[src/sv/epl_pkg.sv]
package epl_pkg;

   localparam int LABEL_SLOTS   = 8;
   localparam int MAX_INSTANCES = 1048576;

   localparam int GROUP_W = 20;
   localparam int LABEL_W = 3;
   localparam int USED_W  = 4;
   localparam int CNT_W   = $clog2(MAX_INSTANCES + 1);

   localparam logic [CNT_W-1:0] CNT_MAX = CNT_W'(MAX_INSTANCES);

   typedef struct packed {
      logic               inc;
      logic               scan;
      logic               scan_first;
      logic               in_use;
      logic [LABEL_W-1:0] idx;
   } unit_cmd_type;

   function automatic logic [CNT_W-1:0] sat_inc(input logic [CNT_W-1:0] v);
      logic [CNT_W-1:0] r;
      if (v >= CNT_MAX) r = CNT_MAX;
      else              r = v + CNT_W'(1);
      return r;
   endfunction

endpackage

[src/sv/epl_label_unit.sv]
module epl_label_unit (
   input  logic                              clock,
   input  logic                              reset,
   input  epl_pkg::unit_cmd_type             cmd,
   output logic [epl_pkg::CNT_W-1:0]         largest
);

   logic [epl_pkg::CNT_W-1:0] counts_ff [epl_pkg::LABEL_SLOTS];
   logic [epl_pkg::CNT_W-1:0] largest_ff;
   logic [epl_pkg::CNT_W-1:0] rd_data;
   logic [epl_pkg::CNT_W-1:0] base;

   assign rd_data = counts_ff[cmd.idx];
   assign base    = cmd.scan_first ? '0 : largest_ff;
   assign largest = largest_ff;

   always_ff @(posedge clock) begin
      if (reset) begin
         for (int k = 0; k < epl_pkg::LABEL_SLOTS; k++) begin
            counts_ff[k] <= '0;
         end
         largest_ff <= '0;
      end else begin
         if (cmd.inc) begin
            counts_ff[cmd.idx] <= epl_pkg::sat_inc(rd_data);
         end else if (cmd.scan) begin
            counts_ff[cmd.idx] <= '0;
         end
         if (cmd.scan) begin
            largest_ff <= (cmd.in_use && (rd_data > base)) ? rd_data : base;
         end
      end
   end

endmodule

[src/sv/equivalent_points_lower_bound_top.sv]
// Channel  Direction  Ports                                         Handshake
// req      in         req_group_id, req_class_label, req_last_item  req_valid / req_ready
// rsp      out        rsp_lower_bound                               rsp_valid / rsp_ready
// csr      in         csr_wr_data (labels_in_use)                   csr_wr_en, no wait
//
// An item within the open group is counted in ST_COUNT. An item that closes a group
// passes ST_CLOSE, ST_ADD and ST_COUNT: the shared compare unit scans one label count per cycle.
// A last item adds one more scan before ST_EMIT.
// Synchronous active-high reset clears counts, bound and the open group.
// A pending result is held in its output register; a new last item waits for it.
module equivalent_points_lower_bound_top (
   input  logic                               clock,
   input  logic                               reset,
   input  logic                               req_valid,
   output logic                               req_ready,
   input  logic [epl_pkg::GROUP_W-1:0]        req_group_id,
   input  logic [epl_pkg::LABEL_W-1:0]        req_class_label,
   input  logic                               req_last_item,
   output logic                               rsp_valid,
   input  logic                               rsp_ready,
   output logic [epl_pkg::CNT_W-1:0]          rsp_lower_bound,
   input  logic                               csr_wr_en,
   input  logic [epl_pkg::USED_W-1:0]         csr_wr_data
);

   typedef enum logic [2:0] {
      ST_IDLE, ST_CLOSE, ST_ADD, ST_COUNT, ST_EMIT
   } state_type;

   localparam logic [epl_pkg::USED_W-1:0]  USED_MAX = epl_pkg::USED_W'(epl_pkg::LABEL_SLOTS);
   localparam logic [epl_pkg::LABEL_W-1:0] SCAN_END = epl_pkg::LABEL_W'(epl_pkg::LABEL_SLOTS - 1);
   localparam logic [epl_pkg::LABEL_W:0]   USED_W_NUM =
      (epl_pkg::LABEL_W + 1)'(epl_pkg::LABEL_SLOTS);

   state_type                        state_ff;
   logic [epl_pkg::USED_W-1:0]       used_ff;
   logic [epl_pkg::GROUP_W-1:0]      gid_ff;
   logic [epl_pkg::LABEL_W-1:0]      lbl_ff;
   logic                             last_ff;
   logic                             final_pass_ff;
   logic [epl_pkg::GROUP_W-1:0]      cur_group_ff;
   logic                             first_seen_ff;
   logic [epl_pkg::CNT_W-1:0]        group_size_ff;
   logic [epl_pkg::CNT_W-1:0]        bound_ff;
   logic [epl_pkg::LABEL_W-1:0]      scan_cnt_ff;
   logic                             rsp_valid_ff;
   logic [epl_pkg::CNT_W-1:0]        rsp_bound_ff;

   epl_pkg::unit_cmd_type            cmd;
   logic [epl_pkg::CNT_W-1:0]        largest;
   logic [epl_pkg::CNT_W-1:0]        eff_max;
   logic [epl_pkg::CNT_W:0]          bound_sum;
   logic [epl_pkg::USED_W-1:0]       used_eff;
   logic                             accept;

   assign req_ready       = (state_ff == ST_IDLE);
   assign accept          = req_valid && req_ready;
   assign rsp_valid       = rsp_valid_ff;
   assign rsp_lower_bound = rsp_bound_ff;

   assign used_eff  = (used_ff > USED_MAX) ? USED_MAX : used_ff;
   assign eff_max   = (largest > group_size_ff) ? group_size_ff : largest;
   assign bound_sum = {1'b0, bound_ff} + {1'b0, group_size_ff - eff_max};

   always_comb begin
      cmd            = '0;
      cmd.scan       = (state_ff == ST_CLOSE);
      cmd.scan_first = (scan_cnt_ff == '0);
      cmd.in_use     = {1'b0, scan_cnt_ff} < used_eff;
      cmd.idx        = scan_cnt_ff;
      if (state_ff == ST_COUNT) begin
         cmd.idx = lbl_ff;
         cmd.inc = ({1'b0, lbl_ff} < USED_W_NUM);
      end
   end

   epl_label_unit u_label_unit (
      .clock   (clock),
      .reset   (reset),
      .cmd     (cmd),
      .largest (largest)
   );

   always_ff @(posedge clock) begin
      if (reset) begin
         used_ff <= USED_MAX;
      end else if (csr_wr_en) begin
         used_ff <= csr_wr_data;
      end
   end

   always_ff @(posedge clock) begin
      if (accept) begin
         gid_ff  <= req_group_id;
         lbl_ff  <= req_class_label;
         last_ff <= req_last_item;
      end
   end

   always_ff @(posedge clock) begin
      if (reset) begin
         state_ff      <= ST_IDLE;
         final_pass_ff <= 1'b0;
         cur_group_ff  <= '0;
         first_seen_ff <= 1'b0;
         group_size_ff <= '0;
         bound_ff      <= '0;
         scan_cnt_ff   <= '0;
         rsp_valid_ff  <= 1'b0;
         rsp_bound_ff  <= '0;
      end else begin
         if (rsp_valid_ff && rsp_ready && (state_ff != ST_EMIT)) begin
            rsp_valid_ff <= 1'b0;
         end
         unique case (state_ff)
            ST_IDLE: begin
               if (accept) begin
                  scan_cnt_ff   <= '0;
                  final_pass_ff <= 1'b0;
                  if (first_seen_ff && (req_group_id != cur_group_ff)) begin
                     state_ff <= ST_CLOSE;
                  end else begin
                     state_ff <= ST_COUNT;
                  end
               end
            end
            ST_CLOSE: begin
               scan_cnt_ff <= scan_cnt_ff + epl_pkg::LABEL_W'(1);
               if (scan_cnt_ff == SCAN_END) begin
                  state_ff <= ST_ADD;
               end
            end
            ST_ADD: begin
               if (group_size_ff > epl_pkg::CNT_W'(1)) begin
                  bound_ff <= (bound_sum > {1'b0, epl_pkg::CNT_MAX}) ?
                              epl_pkg::CNT_MAX : bound_sum[epl_pkg::CNT_W-1:0];
               end
               group_size_ff <= '0;
               state_ff      <= final_pass_ff ? ST_EMIT : ST_COUNT;
            end
            ST_COUNT: begin
               group_size_ff <= epl_pkg::sat_inc(group_size_ff);
               cur_group_ff  <= gid_ff;
               first_seen_ff <= 1'b1;
               scan_cnt_ff   <= '0;
               if (last_ff) begin
                  final_pass_ff <= 1'b1;
                  state_ff      <= ST_CLOSE;
               end else begin
                  state_ff <= ST_IDLE;
               end
            end
            ST_EMIT: begin
               if (!rsp_valid_ff || rsp_ready) begin
                  rsp_valid_ff  <= 1'b1;
                  rsp_bound_ff  <= bound_ff;
                  bound_ff      <= '0;
                  first_seen_ff <= 1'b0;
                  cur_group_ff  <= '0;
                  final_pass_ff <= 1'b0;
                  state_ff      <= ST_IDLE;
               end
            end
            default: begin
               state_ff <= ST_IDLE;
            end
         endcase
      end
   end

`ifndef SYNTHESIS
   a_rsp_from_emit: assert property (@(posedge clock) disable iff (reset)
      $rose(rsp_valid) |-> $past(state_ff == ST_EMIT))
      else $error("result raised outside emit");

   a_group_size_sat: assert property (@(posedge clock) disable iff (reset)
      group_size_ff <= epl_pkg::CNT_MAX)
      else $error("group size beyond saturation");

   a_bound_sat: assert property (@(posedge clock) disable iff (reset)
      bound_ff <= epl_pkg::CNT_MAX)
      else $error("bound beyond saturation");

   a_count_marks_seen: assert property (@(posedge clock) disable iff (reset)
      (state_ff == ST_COUNT) |=> first_seen_ff && (group_size_ff != '0))
      else $error("counted item not recorded");

   a_add_clears_size: assert property (@(posedge clock) disable iff (reset)
      (state_ff == ST_ADD) |=> (group_size_ff == '0))
      else $error("group size not cleared after close");
`endif

endmodule
[config.mk]
export PLATFORM = sky130hd
export DESIGN_NAME = equivalent_points_lower_bound_top
export DESIGN_NICKNAME = d
export VERILOG_FILES = /design/src/sv/epl_pkg.sv /design/src/sv/epl_label_unit.sv /design/src/sv/equivalent_points_lower_bound_top.sv
export SDC_FILE = /design/constraint.sdc
export NUM_CORES = 1
export LEC_CHECK = 0
export ABC_AREA = 1
export BUFFER_PORTS_ARGS = -buffer_cell sky130_fd_sc_hd__buf_2
export CAP_MARGIN = 10
export CORE_MARGIN = 2
export CORE_UTILIZATION = 60
export CTS_CLUSTER_SIZE = 8
export DETAILED_ROUTE_END_ITERATION = 8
export PLACE_DENSITY = 0.74
export SYNTH_ARGS = -nofsm -noshare
export SYNTH_HDL_FRONTEND = slang
export SYNTH_HIERARCHICAL = 1
export SYNTH_SLANG_ARGS = --single-unit
[constraint.sdc]
create_clock -name clock -period 14.86 [get_ports clock]
set_input_delay 1.486 -clock clock [delete_from_list [all_inputs] [get_ports clock]]
set_output_delay 1.486 -clock clock [all_outputs]
set_load 0.02 [all_outputs]
== Word-level counts from Yosys, hierarchy flattened ==
Memories as Yosys holds them, arrays and structs flattened.
Index checks and enable logic that the tools add are counted.

* Register bits: 141
* Bits in writable memories: 168
* Input bits: 33
* Output and inout port bits: 23
* Memories kept: 1

{| class="wikitable"
|+ Memory list
! memory !! words !! width !! read ports !! clocked after memory_dff !! write ports !! RTL line !! text
|-
| u_label_unit.counts_ff || 8 || 21 || 1 || 0 || 8 || epl_label_unit.sv:8 || <nowiki>logic [epl_pkg::CNT_W-1:0] counts_ff [epl_pkg::LABEL_SLOTS];</nowiki>
|}

* Add/sub/neg operators: 5
* Magnitude comparators: 8
* Equality and inequality tests: 12
* Multiplexer cells: 47
* Bitwise gates (word level): 1
* Reduce and logical (&&, ||, !) cells: 21

{| class="wikitable"
|+ Operators by type and width
! kind !! count
|-
| 21-bit 2-to-1 mux || 12
|-
| 21-bit one-hot mux with 2 select lines || 2
|-
| 21-bit by 1-bit adder with 21-bit output (second input constant) || 2
|-
| 21-bit >= comparator (second input constant) || 2
|-
| 21-bit > comparator || 2
|-
| 20-bit one-hot mux with 2 select lines || 1
|-
| 21-bit by 21-bit adder with 22-bit output || 1
|-
| 22-bit by 21-bit > comparator with 1-bit output (second input constant) || 1
|-
| 21-bit by 1-bit > comparator with 1-bit output (second input constant) || 1
|-
| 3-bit 2-to-1 mux || 7
|-
| 21-bit OR reduction || 1
|-
| 21-bit subtractor || 1
|-
| 20-bit 2-to-1 mux || 1
|-
| 20-bit inequality test || 1
|-
| 1-bit 2-to-1 mux || 18
|-
| 3-bit one-hot mux with 5 select lines || 1
|-
| 3-bit one-hot mux with 3 select lines || 1
|-
| 3-bit by 2-bit == test with 1-bit output (second input constant) || 2
|-
| 3-bit == test (second input constant) || 2
|-
| 3-bit logical NOT || 2
|-
| 2-bit inequality test (second input constant) || 3
|-
| 2-bit AND reduction || 3
|-
| 3-bit AND reduction || 2
|-
| 2-bit nonzero test || 3
|-
| 16 further kinds || 22
|}

== Longest topological paths before layout ==
Gate-level depths: netlist (run 1).
An unclocked memory read counts as a cell.

* Depth after elaboration: 9
* Gate-level depth with buffers: 38
* Depth with buffers taken out: 35

== Hierarchy ==
Netlist (run 1), hierarchy kept.

{| class="wikitable"
|+ By module, submodules not included
! module !! instances !! cells each !! area an instance (µm²)
|-
| epl_label_unit || 1 || 1,215 || 9,912.0
|-
| equivalent_points_lower_bound_top || 1 || 1,200 || 8,259.2
|}

== Least setup slack after synthesis (run 1) ==
OpenSTA, ideal clock, no wires.

* Path type: register to register
* Start point: register group_size_ff[11] (netlist bit)
* End point: register bound_ff[2] (netlist bit)
* Arrival time: 5.100 ns
* Path slack: 9.690 ns
* Cell stages (with the launch flop): 35
* Path buffers: 3
* Clock period less this slack: 5.170 ns
* Path through: dfxtp_1 -> clkbuf_1 -> inv_1 -> ha_1 -> nand2_1 -> inv_1 -> o21ai_0 -> nand2_1 -> o21ai_0 -> o2111ai_1 -> nand2_1 -> clkbuf_1 -> o21ai_0 -> ha_1 -> fa_1 -> nor4_1 -> nor2_1 -> o21ai_0 -> a21oi_1 -> inv_1 -> a31oi_1 -> xnor2_1 -> ha_1 -> nand2_1 -> nor2_1 -> and2_1 -> nand3_1 -> nand4_1 -> nand2_1 -> nor2_1 -> nand3_1 -> o21bai_4 -> buf_6 -> nand3_1 -> a21oi_1

* Cells in the longest elaborated chain, start to end: 8
* Elaborated cells between the ends (all ways): 11
* Those cells by class: 2 x add/sub; 3 x order compare; 1 x eq/ne; 4 x mux; 1 x reduce/logical

{| class="wikitable"
|+ Ends and longest elaborated chain
! element !! RTL line !! text
|-
| from (decl) || equivalent_points_lower_bound_top.sv:43 || <nowiki>logic [epl_pkg::CNT_W-1:0] group_size_ff;</nowiki>
|-
| from (signal assigned) || equivalent_points_lower_bound_top.sv:142 || <nowiki>group_size_ff <= epl_pkg::sat_inc(group_size_ff);</nowiki>
|-
| 21-bit > comparator || equivalent_points_lower_bound_top.sv:62 || <nowiki>assign eff_max = (largest > group_size_ff) ? group_size_ff : largest;</nowiki>
|-
| 21-bit 2-to-1 mux || equivalent_points_lower_bound_top.sv:62 ||
|-
| 21-bit subtractor || equivalent_points_lower_bound_top.sv:63 || <nowiki>assign bound_sum = {1'b0, bound_ff} + {1'b0, group_size_ff - eff_max};</nowiki>
|-
| 21-bit by 21-bit adder with 22-bit output || equivalent_points_lower_bound_top.sv:63 ||
|-
| 22-bit by 21-bit > comparator with 1-bit output || equivalent_points_lower_bound_top.sv:135 || <nowiki>bound_ff <= (bound_sum > {1'b0, epl_pkg::CNT_MAX}) ?</nowiki>
|-
| 21-bit 2-to-1 mux || equivalent_points_lower_bound_top.sv:135 ||
|-
| 21-bit 2-to-1 mux || equivalent_points_lower_bound_top.sv:134 || <nowiki>if (group_size_ff > epl_pkg::CNT_W'(1)) begin</nowiki>
|-
| 21-bit one-hot mux with 2 select lines || equivalent_points_lower_bound_top.sv:115 || <nowiki>unique case (state_ff)</nowiki>
|-
| to (signal assigned) || equivalent_points_lower_bound_top.sv:135 ||
|-
| to (decl) || equivalent_points_lower_bound_top.sv:44 || <nowiki>logic [epl_pkg::CNT_W-1:0] bound_ff;</nowiki>
|}

Parallel ways exist; a longest one is shown, timed or not. The select of a mux whose other input is x is not followed.
A chain may end at the register's enable or synchronous reset.

== Worst setup path after layout (run 1) ==
* Start point: register group_size_ff[19] (netlist bit)
* End point: register bound_ff[3] (netlist bit)

Same word-level chain as after synthesis.

==> results of run 1 <==
where the power goes:
group	internal, mW	switching [mW]
clock	0.560	0.361
combinational	0.956	2.15
sequential	1.00	0.0586
total	2.52	2.57
cells in the mapped netlist, drive strengths merged (6+ instances only):
library cell	n
xor2	18
nand3b	6
nand4	16
buf	41
xnor2	22
nand3	144
nor3	15
a21oi	171
o21ai	85
edfxtp	192
ha	94
inv	201
clkbuf	55
o21bai	7
nand2	850
or2	6
o211ai	7
dfxtp	117
nor2	336
nor4	9
layout make-up:
cell class	instances	area, um^2
fillers	2546	9720
multi-input cells	1809	8870
clock inverters	2	38.8
clock buffers	73	1230
inverters	201	756
repair buffers	83	505
well taps	390	488
flip-flops and latches	309	8110
cells by family after synthesis:
logic type	Yosys count
simple gates	1386
fa+ha+maj	96
buf+inv	297
compound gates	287
xor+xnor	40
flops	309
through the flow:
stage | util | cell area, um^2 | cells
final | 0.673 | 20000 | 2867
after global routing | 0.673 | 20000 | 2867
after CTS | 0.672 | 20000 | 2866
after detailed placement | 0.629 | 18700 | 2791
after global placement | 0.629 | 18700 | 2791
after floorplan | - | 18200 | 2415
registers in the layout, indices dropped and copies added, names as in the netlist, 3 cells and up:
register and cells:
u_label_unit/counts_ff 168, rsp_lower_bound 21, cur_group_ff 20, group_size_ff 21, lbl_ff 3, gid_ff 20
state_ff 3, used_ff 4, bound_ff 21, scan_cnt_ff 3, u_label_unit/largest 21
worst max-delay path, delay by kind of cell (launching register included):
family	cells	cell delay [ns]
flops	1	0.37
compound gates	12	2.96
xor+xnor	1	0.20
fa+ha+maj	3	0.93
simple gates	11	1.67
buf+inv	3	0.56
worst max path at each step:
stage | startpoint | end | slack (ns) | cells after the start
6_report | group_size_ff[19] | bound_ff[3] | 8.08 | 30
5_1_grt | group_size_ff[19] | bound_ff[3] | 7.48 | 32
4_1_cts | group_size_ff[19] | bound_ff[3] | 8.16 | 32
3_5_place_dp | group_size_ff[19] | bound_ff[19] | 8.20 | 30
3_3_place_gp | group_size_ff[19] | bound_ff[3] | 8.32 | 30
2_1_floorplan | group_size_ff[11] | bound_ff[2] | 9.69 | 34
routing by layer:
layer / vias up / GRT usage / routed length, um
li1: 7917 / - / -
met1: 7436 / 0.434 / 21400
met2: 607 / 0.490 / 22000
met3: 73 / 0.0439 / 3900
met4: 0 / 0.0847 / 998
met5: - / 0 / 0
==> impl_metrics.toml, run 1 <==
[synth]
yosysTopAreaCellShare = 0.317
synth_area_per_cell_um2 = 7.52
synth_seq_cells = 309
seq_area_frac_synth = 0.446
synth_top_family_by_area = "simple AND/OR/NAND/NOR gates"
synth.distinct_cells = 46
synth_flop_cell = "edfxtp_1"
synth_mux_area_frac = 0
synthXorXnorAreaFrac = 0.0193
syn-cell-area_mm2 = 0.0182
synthCells = 2415
syn_nets = 2544
synth_warnings = 6
synth_largest_area_cell = "edfxtp_1"
synth.area.top_cells = "edfxtp_1, nand2_1, dfxtp_1, nor2_1, ha_1"
synth_fa_ha_area_frac = 0.0669
synthArstFlopShare = 0
yosys.area_share.simple = 0.315
synth_compound_area_frac = 0.0855
synth_edf_count = 192

[timing]
grt_setup_unrepaired = "no"
finalSetupViolCount = 0
tightest_slew_ns = 1.25
fin_setup_tns_ns = 0
post-route-period-util = 0.457
slew-limit-headroom = 0.165
hold_ws_ns = 0.463
drv_slew = 0
final.setup_skew_ns = 0.0344
layout_setup_ws_ns = 8.08
hold_violations = 0
clock.fmax_mhz = 147
post-route-min-period_ns = 6.78

[global_routing]
grt_pass1_wl_mm = 76.5
grt_max_degree = 83
antenna_found_initial = 0
grt_pass1_vias = 15100
grt_usage = 0.306
overflow = 0

[worst_setup_path]
start_kind = "flip-flop"
crit_slowest_cell = "o21bai_4"
crit_type = "reg2reg"
reg2reg_slack_ns = 8.08
r2r_cells = 30
r2r-end = "bound_ff[3]"
cp_max_fo = 22
worstPathArrival_ns = 7.23
crit_path_max_incr_delay_ns = 0.52
cp-end-kind = "flip-flop"
cp.required_ns = 15.31
reg2reg_from = "group_size_ff[19]"

[clocking]
clk_pin_slew_worst_paths_ns = 0.05
cts_max_level = 2
root_buffer = "clkbuf_16"
cts_hold_buffers = 0
cts-buffers-inserted = 44
cts_tree = "built"
ctsResizeCount = 0
cts_setup_buffers = 0
clk_latency_ns = 0.55
cts_buffer_depth = 3
clock-sinks = 309

[final_layout]
syn_to_final_growth_pct = 10.1
fin_nets = 2577
final_cell_mix = "nand2_1, nor2_1, edfxtp_1"
layout_commonest_cell = "nand2_1"
drive_gt1_frac = 0.0868
diodes = 0

[die]
rows = 63
start_util = 0.611
ios = 56
dieHeight_um = 178
dieWidth_um = 178
dieArea_mm2 = 0.0317
coreArea_mm2 = 0.0297

[placed_design]
dp_hpwl_mm = 32.7
gp_congestion = 0.956
dp_slack_ns = 8.20
port_buffers = 55

[routing]
vias_per_cell = 5.59
drt_iter0_markers = 1418
totalWireLength_mm = 48.2
drcViolationCount = 0
vias = 16000
wl_per_cell_um = 16.8
ant_nets = 0
firstDrtPassIters = 6

[min_path]
hold_path_end = "cur_group_ff[7]"
hold_depth = 2
min-delay-start = "cur_group_ff[7]"
hold_path.class = "reg2reg"

[power]
power_mw = 5.09
ir_worst_vdd_mv = 0.212
cellLeakagePower_nw = 8.93
cellPowerDensity_mw_per_mm2 = 255

[status]
status = "finished, final reports clean"

[job]
drv_cap = 0
No activity file was read; power rests on OpenSTA's default activity.
==> inputs of run 2 (changes only) <==
--- a/config.mk
+++ b/config.mk
@@ -9,7 +9,7 @@
 export BUFFER_PORTS_ARGS = -buffer_cell sky130_fd_sc_hd__buf_2
 export CAP_MARGIN = 10
 export CORE_MARGIN = 2
-export CORE_UTILIZATION = 60
+export CORE_UTILIZATION = 57
 export CTS_CLUSTER_SIZE = 8
 export DETAILED_ROUTE_END_ITERATION = 8
 export PLACE_DENSITY = 0.74
==> constraint.sdc (replaced) <==
create_clock -name clock -period 5.5 [get_ports clock]
set_input_delay 0.55 -clock clock [delete_from_list [all_inputs] [get_ports clock]]
set_output_delay 0.55 -clock clock [all_outputs]
set_load 0.02 [all_outputs]
==> run 2 against run 1 <==
Via count grew 3.9%. Highest routed layer unchanged. Global-route usage down 0.36 points. Count of clock-buffer cells in the layout stayed put. Sequential share of layout area shrank 2.8 points. Critical path depth is 3 higher. Routed wire length rose by 6.7%. Critical path type unchanged. Non-clock buffer count increased by 106. Fmax grew 26%.
==> impl_metrics.toml, run 2 (synthesis gave the netlist of run 1 again) <==
[global_routing]
grt_use_met1 = 0.404
grt_use_met3 = 0.0591
grt_pass1_vias = 15800
overflow = 0
grt_pass1_wl_mm = 80.0
grt.busiest_layer = "met2"
antenna_found_initial = 0
grt_max_degree = 83
grt_usage = 0.302
met2_usage = 0.491

[final_layout]
final_cell_mix = "nand2_1, nor2_1, edfxtp_1"
largest_register_ffs = 168
syn_to_final_growth_pct = 18.4
layout_commonest_cell = "nand2_1"
diodes = 0
fin_nets = 2684
largest_register = "u_label_unit/counts_ff"
drive_gt1_frac = 0.175

[routing]
drcViolationCount = 0
vias_per_cell = 5.57
drt_iter0_markers = 1327
firstDrtPassIters = 5
vias = 16700
totalWireLength_mm = 51.5
wl_per_cell_um = 17.2
ant_nets = 0

[placed_design]
dp_hpwl_mm = 34.3
gp_congestion = 0.943
dp_slack_ns = -0.120
port_buffers = 55

[clocking]
cts_max_level = 2
cts_tree = "built"
cts-buffers-inserted = 45
clock-sinks = 309
clk_latency_ns = 0.55
root_buffer = "clkbuf_16"
cts_hold_buffers = 0
cts_buffer_depth = 3
clk_pin_slew_worst_paths_ns = 0.05

[timing]
layout_setup_ws_ns = 0.103
hold_violations = 0
clock.fmax_mhz = 185
finalSetupViolCount = 0
final.setup_skew_ns = 0.0198
post-route-min-period_ns = 5.40
tightest_slew_ns = 1.15
slew-limit-headroom = 0.235
drv_slew = 0
post-route-period-util = 0.981

[worst_setup_path]
crit_top_cell = "a21oi_2"
reg2reg_slack_ns = 0.10
crit_slowest_cell = "ha_1"
r2r_cells = 33
start_kind = "flip-flop"
cp-end-kind = "flip-flop"
crit_type = "reg2reg"
cp_max_fo = 12
worstPathArrival_ns = 5.87
crit_path_max_incr_delay_ns = 0.36
cp.required_ns = 5.97

[min_path]
hold_path.class = "in2reg"
hold_depth = 1

[die]
dieWidth_um = 183
rows = 65
ios = 56
coreArea_mm2 = 0.0315
dieHeight_um = 183
start_util = 0.577
dieArea_mm2 = 0.0333

[job]
drv_cap = 0

[status]
status = "finished, final reports clean"
run 2: worst max-delay path: cells and delay by family, from the launching register on:
family	cells	cell delay, ns
and+or+nand+nor	13	1.28
DFF	1	0.31
AOI/OAI and AO/OA	13	2.13
buffers and inverters	3	0.51
adders and majority gates	3	0.94
xor gates and xnor gates	1	0.15
run 2: repair_timing:
item	CTS	global route
buffers inserted	1	20
resized for setup	5	148
cloned	0	2
pin swaps	1	55
setup endpoints to repair	20	21
run 2: per-stage QoR:
step / instance area (um^2) / hold slack, ns / cells / TNS (ns) / utilization
after floorplan: 18200 / 0.441 / 2415 / 0 / -
after global placement: 19400 / 0.451 / 2885 / 0 / 0.615
after detailed placement: 19400 / 0.465 / 2885 / -1.60 / 0.615
after CTS: 20700 / 0.159 / 2964 / 0 / 0.657
after global routing: 21500 / 0.172 / 2988 / -2.10 / 0.683
final: 21500 / 0.175 / 2988 / 0 / 0.683
run 2: path summary, 6_finish.rpt:
check,start,to
setup / recovery,group_size_ff[8],bound_ff[0]
hold / removal,req_last_item,last_ff
setup reg to reg,group_size_ff[8],bound_ff[0]
hold reg to reg,cur_group_ff[6],cur_group_ff[6]
run 2: layout make-up:
cell class	instances	area [um^2]
clock buffer	73	1250
timing repair buffer	189	1410
fill	2623	9960
inverter	201	754
multi-input combinational	1809	9430
clock inverter	5	47.5
tap	402	503
sequential	309	8120
run 2: routing by layer:
layer	wire, um	vias to the layer above
met5	0	-
met4	1540	0
met3	4530	124
met2	24000	708
met1	21400	7694
li1	-	8131
Power of run 2 is not shown: default switching activity piles up to over one toggle a cycle in this logic, so the estimate is an artifact.
